$ cat src/rtl/bfdt_pkg.sv
package bfdt_pkg;

  // Raw value above this shows as "***.**"
  localparam int unsigned LIMIT_RAW = 63999;

  // Scale to thousandths: value * 125 / 8
  localparam int unsigned SCALE_MUL   = 125;
  localparam int unsigned SCALE_SHIFT = 3;

  // Value range handled by the multiplier (in-range raw values fit here)
  localparam int unsigned RAW_W = 16;

  // Width of the number handed down the digit chain (thousandths plus 5)
  localparam int unsigned NUM_W = 20;

  // One divide-by-ten cell per decimal digit, thousandths first
  localparam int unsigned N_CELLS = 6;

  // Reciprocal of ten: floor(x / 10) == (x * RECIP_MUL) >> RECIP_SHIFT
  // holds for every x below 2**22, which covers NUM_W bits
  localparam int unsigned RECIP_SHIFT = 23;
  localparam int unsigned RECIP_MUL   = (1 << RECIP_SHIFT) / 10 + 1;
  localparam int unsigned PROD_W      = 2 * NUM_W;

  // Character codes, six bits wide
  localparam int unsigned CHAR_W = 6;
  localparam logic [CHAR_W-1:0] CHAR_ZERO  = CHAR_W'(48);
  localparam logic [CHAR_W-1:0] CHAR_SPACE = CHAR_W'(32);
  localparam logic [CHAR_W-1:0] CHAR_STAR  = CHAR_W'(42);
  localparam logic [CHAR_W-1:0] CHAR_POINT = CHAR_W'(46);

  // Digit slots after the last cell
  localparam int unsigned SLOT_HUNDREDTHS = 1;
  localparam int unsigned SLOT_TENTHS     = 2;
  localparam int unsigned SLOT_ONES       = 3;
  localparam int unsigned SLOT_TENS       = 4;
  localparam int unsigned SLOT_HUNDREDS   = 5;

  // Word carried from cell to cell
  typedef struct packed {
    logic                    ovf;
    logic [NUM_W-1:0]        num;
    logic [N_CELLS-1:0][3:0] dig;
  } bfdt_word_t;

  // ASCII code of one decimal digit
  function automatic logic [CHAR_W-1:0] digit_char(input logic [3:0] d);
    digit_char = CHAR_ZERO + CHAR_W'(d);
  endfunction

endpackage

$ cat src/rtl/bfdt_scale.sv
module bfdt_scale
  import bfdt_pkg::*;
(
  input  logic        clk,
  input  logic        rst,
  input  logic        in_valid,
  output logic        in_ready,
  input  logic [31:0] value,
  output logic        out_valid,
  input  logic        out_ready,
  output bfdt_word_t  out_word
);

  localparam int unsigned MUL_W = RAW_W + 7;

  logic [MUL_W-1:0] prod;
  logic [NUM_W-1:0] milli;
  bfdt_word_t       word_next;

  // Scale to thousandths and add five so the first cell rounds half up
  always_comb begin
    prod  = MUL_W'(value[RAW_W-1:0]) * MUL_W'(SCALE_MUL);
    milli = NUM_W'(prod >> SCALE_SHIFT);
    word_next.ovf = (value > 32'(LIMIT_RAW));
    word_next.num = milli + NUM_W'(5);
    word_next.dig = '0;
  end

  assign in_ready = !out_valid || out_ready;

  // Hold valid until the next cell takes the item
  always_ff @(posedge clk) begin
    if (rst) begin
      out_valid <= 1'b0;
    end else if (in_ready) begin
      out_valid <= in_valid;
    end
  end

  // Load payload on every advance
  always_ff @(posedge clk) begin
    if (in_ready && in_valid) begin
      out_word <= word_next;
    end
  end

endmodule

$ cat src/rtl/bfdt_cell.sv
module bfdt_cell
  import bfdt_pkg::*;
(
  input  logic       clk,
  input  logic       rst,
  input  logic       in_valid,
  output logic       in_ready,
  input  bfdt_word_t in_word,
  output logic       out_valid,
  input  logic       out_ready,
  output bfdt_word_t out_word
);

  logic [PROD_W-1:0] prod;
  logic [NUM_W-1:0]  quot;
  logic [NUM_W-1:0]  rem_full;
  bfdt_word_t        word_next;

  // Divide by ten with the reciprocal, then peel off the remainder digit
  always_comb begin
    prod     = PROD_W'(in_word.num) * PROD_W'(RECIP_MUL);
    quot     = NUM_W'(prod >> RECIP_SHIFT);
    rem_full = in_word.num - ((quot << 3) + (quot << 1));
    word_next.ovf = in_word.ovf;
    word_next.num = quot;
    // Shift the new digit in at the top; earlier digits move down one slot
    word_next.dig = {rem_full[3:0], in_word.dig[N_CELLS-1:1]};
  end

  assign in_ready = !out_valid || out_ready;

  // Hold valid until the neighbor takes the item
  always_ff @(posedge clk) begin
    if (rst) begin
      out_valid <= 1'b0;
    end else if (in_ready) begin
      out_valid <= in_valid;
    end
  end

  // Load payload on every advance
  always_ff @(posedge clk) begin
    if (in_ready && in_valid) begin
      out_word <= word_next;
    end
  end

endmodule

$ cat src/rtl/binary_fixed_to_decimal_text_core.sv
// Channel   Dir  tdata fields (low bit first)                          tuser  tlast
// s_axis    in   value[31:0]                                           -      -
// m_axis    out  char_hundreds, char_tens, char_ones, char_point,      -      -
//                char_tenths, char_hundredths (6 bits each), 4 zeros
//
// One item enters per cycle unless m_tready stalls the chain; each passes through
// one scaling stage (multiply by 125) and six divide-by-ten cells, one per digit.
// Every stage has its own valid and takes a new item whenever its successor
// takes the one it holds, so a stall at m_tready only backs up full stages.
// rst clears the valid bits only; payload registers are not reset.
module binary_fixed_to_decimal_text_core
  import bfdt_pkg::*;
(
  input  logic        clk,
  input  logic        rst,
  input  logic        s_tvalid,
  output logic        s_tready,
  input  logic [31:0] s_tdata,   // value[31:0]
  output logic        m_tvalid,
  input  logic        m_tready,
  // char_hundreds[5:0], char_tens[11:6], char_ones[17:12], char_point[23:18],
  // char_tenths[29:24], char_hundredths[35:30], zero[39:36]
  output logic [39:0] m_tdata
);

  logic       valid [N_CELLS+1];
  logic       ready [N_CELLS+1];
  bfdt_word_t word  [N_CELLS+1];
  bfdt_word_t last;
  logic       lead_h;
  logic       lead_t;
  logic [CHAR_W-1:0] c_h, c_t, c_o, c_d1, c_d2;

  // Scale the raw value into thousandths
  bfdt_scale u_scale (
    .clk      (clk),
    .rst      (rst),
    .in_valid (s_tvalid),
    .in_ready (s_tready),
    .value    (s_tdata),
    .out_valid(valid[0]),
    .out_ready(ready[0]),
    .out_word (word[0])
  );

  // Row of divide-by-ten cells
  for (genvar i = 0; i < N_CELLS; i++) begin : g_cell
    bfdt_cell u_cell (
      .clk      (clk),
      .rst      (rst),
      .in_valid (valid[i]),
      .in_ready (ready[i]),
      .in_word  (word[i]),
      .out_valid(valid[i+1]),
      .out_ready(ready[i+1]),
      .out_word (word[i+1])
    );
  end

  assign m_tvalid       = valid[N_CELLS];
  assign ready[N_CELLS] = m_tready;
  assign last           = word[N_CELLS];

  // Blank leading zeros, star out on overflow
  always_comb begin
    lead_h = (last.dig[SLOT_HUNDREDS] == 4'd0);
    lead_t = lead_h && (last.dig[SLOT_TENS] == 4'd0);
    if (last.ovf) begin
      c_h  = CHAR_STAR;
      c_t  = CHAR_STAR;
      c_o  = CHAR_STAR;
      c_d1 = CHAR_STAR;
      c_d2 = CHAR_STAR;
    end else begin
      c_h  = lead_h ? CHAR_SPACE : digit_char(last.dig[SLOT_HUNDREDS]);
      c_t  = lead_t ? CHAR_SPACE : digit_char(last.dig[SLOT_TENS]);
      c_o  = digit_char(last.dig[SLOT_ONES]);
      c_d1 = digit_char(last.dig[SLOT_TENTHS]);
      c_d2 = digit_char(last.dig[SLOT_HUNDREDTHS]);
    end
  end

  assign m_tdata = {4'd0, c_d2, c_d1, CHAR_POINT, c_o, c_t, c_h};

endmodule
$ cat config.mk
export PLATFORM = sky130hd
export DESIGN_NAME = binary_fixed_to_decimal_text_core
export DESIGN_NICKNAME = d
export VERILOG_FILES = /design/src/rtl/bfdt_pkg.sv /design/src/rtl/bfdt_scale.sv /design/src/rtl/bfdt_cell.sv /design/src/rtl/binary_fixed_to_decimal_text_core.sv
export SDC_FILE = /design/constraint.sdc
export NUM_CORES = 1
export LEC_CHECK = 0
export BUFFER_PORTS_ARGS = -buffer_cell sky130_fd_sc_hd__buf_2
export CAP_MARGIN = 20
export CORE_MARGIN = 2
export CORE_UTILIZATION = 45
export CTS_CLUSTER_DIAMETER = 40
export DETAILED_ROUTE_END_ITERATION = 12
export GPL_TIMING_DRIVEN = 0
export SKIP_LAST_GASP = 1
export SLEW_MARGIN = 10
export SYNTH_ARGS = -nofsm -noshare
export SYNTH_HDL_FRONTEND = slang
export SYNTH_SLANG_ARGS = --single-unit
$ cat constraint.sdc
create_clock -name clk -period 8 [get_ports clk]
set_input_delay 0.8 -clock clk [delete_from_list [all_inputs] [get_ports clk]]
set_output_delay 0.8 -clock clk [all_outputs]
set_load 0.05 [all_outputs]
==> flow_summary.yaml <==
setup_path:
  worstPathMaxFanout: 7
  crit_path_end_kind: "flip-flop"
  worst_setup_path_start_kind: "flip-flop"
  critical_path_class: "reg2reg"
  critPathRequiredTime_ns: 8.19
  worstPathArrival_ns: 7.52
synth:
  yosysWarnings: 0
  synth_top_area_frac: 0.297
  async_reset_ff_frac: 0
  synth_cells: 2629
  synth_area_um2: 27800
  ys_top_cells_by_area: "ha_1 30%, fa_1 28%, edfxtp_1 15%, inv_1 9.9%, xnor2_1 2.7%"
  avgSynthCellArea_um2: 10.6
  synth-seq-cells: 149
  synth_largest_area_cell: "ha_1"
  synth_edf_count: 142
  synthDistinctLibCells: 66
  ys_seq_area_frac: 0.158
  yosys_most_used_dff: "edfxtp_1"
cts:
  clock_sinks: 149
  cts_inserted_buffers: 17
  postCtsHoldBufs: 0
  post-cts-setup-buffers: 0
  htree_num_levels: 4
  worst_skew_pair.late_latency_ns: 0.46
  ctsLongestPathBuffers: 2
  cts_tree: "done"
  cts-root-buf: "clkbuf_16"
  post_cts_resize_count: 0
  cts.reportedPaths.clkPinSlew_ns: 0.07
global_routing:
  grt_pass1_wl_um: 95700
  overflow: 0
  antenna_found_initial: 1
  grt_max_degree: 21
  grt_pass1_vias: 19600
  gr-usage-all-layers: 0.189
floorplanning:
  die_h_um: 253
  rows: 91
  core_area_um2: 61400
  io_pins: 78
  die_area_um2: 63800
  die_w_um: 253
  start_util: 0.453
placed_design:
  post-dp-hpwl_um: 51400
  numPortBuffers: 62
  gp_congestion: 0.904
  post-place-ws_ns: 0.639
  placed_area_um2: 29300
  placed_cells: 3501
timing:
  finalSetupViolCount: 0
  slew-limit-headroom: 0.450
  worst_slew_pin_slew_ns: 0.814
  fin_crit_sh: 0.915
  finalSetupTns_ns: 0
  rsz0062_at_grt: "false"
  hold_violations: 0
  max_freq_mhz: 137
  clock_skew_ns: 0.0128
  final-max-slew-violation-count: 0
  fin_ws_ns: 0.677
  min_period_ns: 7.32
detailed_routing:
  drt_pass1_iterations: 5
  viasPerCell: 5.02
  wl_per_cell_um: 16.0
  num_vias: 17700
  ant_nets: 0
  finalWirelength_um: 56500
  drt_iter0_markers: 637
  drc: 0
finish:
  drive_gt1_frac: 0.0540
  finish.cell_count_without_fillers: 3533
  num-nets-final: 3816
  area_delta_synth_final_pct: 7.40
  final_cell_area_um2: 29800
  fill_cells: 5664
  regArea_um2: 4400
  num_antenna_cells: 0
  multi_input_area_um2: 20600
job:
  cap_viol_max_count: 0
run_status:
  status: "finished clean"
worst_hold_path:
  hold_class: "reg2reg"
## critical path: stages, from the launching register on
cell and delay [ns]:
edfxtp_1 0.60, ha_1 0.50, inv_1 0.15, fa_1 0.53, fa_1 0.52, fa_1 0.55
fa_1 0.55, inv_1 0.05, fa_1 0.47, ha_1 0.32, ha_1 0.29, clkbuf_1 0.21
a211oi_1 0.59, o311ai_0 0.27, a211o_1 0.42, a21oi_1 0.34, o21ai_0 0.20, o41ai_1 0.39
xnor2_1 0.11
## state kept, by name (all words and copies together) (netlist names)
| register | cells |
|---|---|
| g_cell.u_cell.out_valid | 6 |
| g_cell.u_cell.out_word | 121 |
| u_scale.out_valid | 1 |
| u_scale.out_word | 21 |
## cell usage after synthesis, types with 23 or more instances
master and number:
inv_1 730, fa_1 391, nor3_1 23, a21oi_1 67
nor2_1 59, ha_1 659, o21ai_0 47, xor2_1 29
xnor2_1 86, edfxtp_1 142, nor2b_1 26, a21o_1 43
nand2_1 40
## worst paths after layout
kind	from	endpoint	slack (ns)	cells after the start
max reg2reg	u_scale.out_word[34]	g_cell[0].u_cell.out_word[40]	0.68	18
min reg2reg	g_cell[3].u_cell.out_word[15]	g_cell[4].u_cell.out_word[11]	0.42	0
max	u_scale.out_word[34]	g_cell[0].u_cell.out_word[40]	0.68	18
min	g_cell[3].u_cell.out_word[15]	g_cell[4].u_cell.out_word[11]	0.42	0
## metal layers
metal	vias up	wire length (um)	share of wire	GRT usage
met5	-	0	0	0
met4	0	1200	0.021	0.0480
met3	53	1570	0.028	0.0249
met2	251	29500	0.52	0.349
met1	8711	24200	0.43	0.232
li1	8731	-	-	-
## layout make-up
type / instances / share of cell area
inverters: 730 / 0.0918
repair buffers: 69 / 0.0135
clock inverters: 15 / 0.00562
multi-input cells: 1737 / 0.689
plain buffers: 26 / 0.00545
well taps: 790 / 0.0331
clock buffers: 17 / 0.0143
flip-flops and latches: 149 / 0.148
## per-stage QoR
stage,util,hold WS (ns)
after floorplan,-,0.400
after global placement,0.475,0.400
after detailed placement,0.477,0.405
after CTS,0.486,0.420
after global routing,0.486,0.422
final,0.486,0.416
## cells by family after synthesis
group / Yosys count / share of synthesized area
other: 2 / 0.000270
DFF: 149 / 0.158
xor gates and xnor gates: 118 / 0.0387
AOI/OAI and AO/OA: 278 / 0.0669
buffers and inverters: 756 / 0.104
and+or+nand+nor: 276 / 0.0529
adders and majority gates: 1050 / 0.578
## layout by cell type (no fill, tap or decap), drive strengths merged, types with 5 or more instances in the layout
master	synthesis	layout
a2111oi	5	5
a211o	7	7
a211oi	22	22
a21o	43	43
a21oi	68	68
a31oi	11	11
a41o	6	6
and2	11	11
and3	11	11
and4	5	5
buf	17	86
clkbuf	9	26
clkinv	0	6
conb	2	15
dfxtp	7	7
edfxtp	142	142
fa	391	391
ha	659	659
inv	730	737
nand2	40	40
nand2b	10	10
nand3	19	19
nand4	22	22
nor2	59	59
nor2b	26	26
nor3	23	23
nor4	10	10
o211ai	15	15
o21a	11	11
o21ai	49	49
o21bai	6	6
o22ai	5	5
or2	19	19
or3	10	10
xnor2	86	86
xor2	29	29
Power is left out: the tool's default activity adds up to more than one toggle a clock period on the data nets, which glitch-free logic cannot reach.
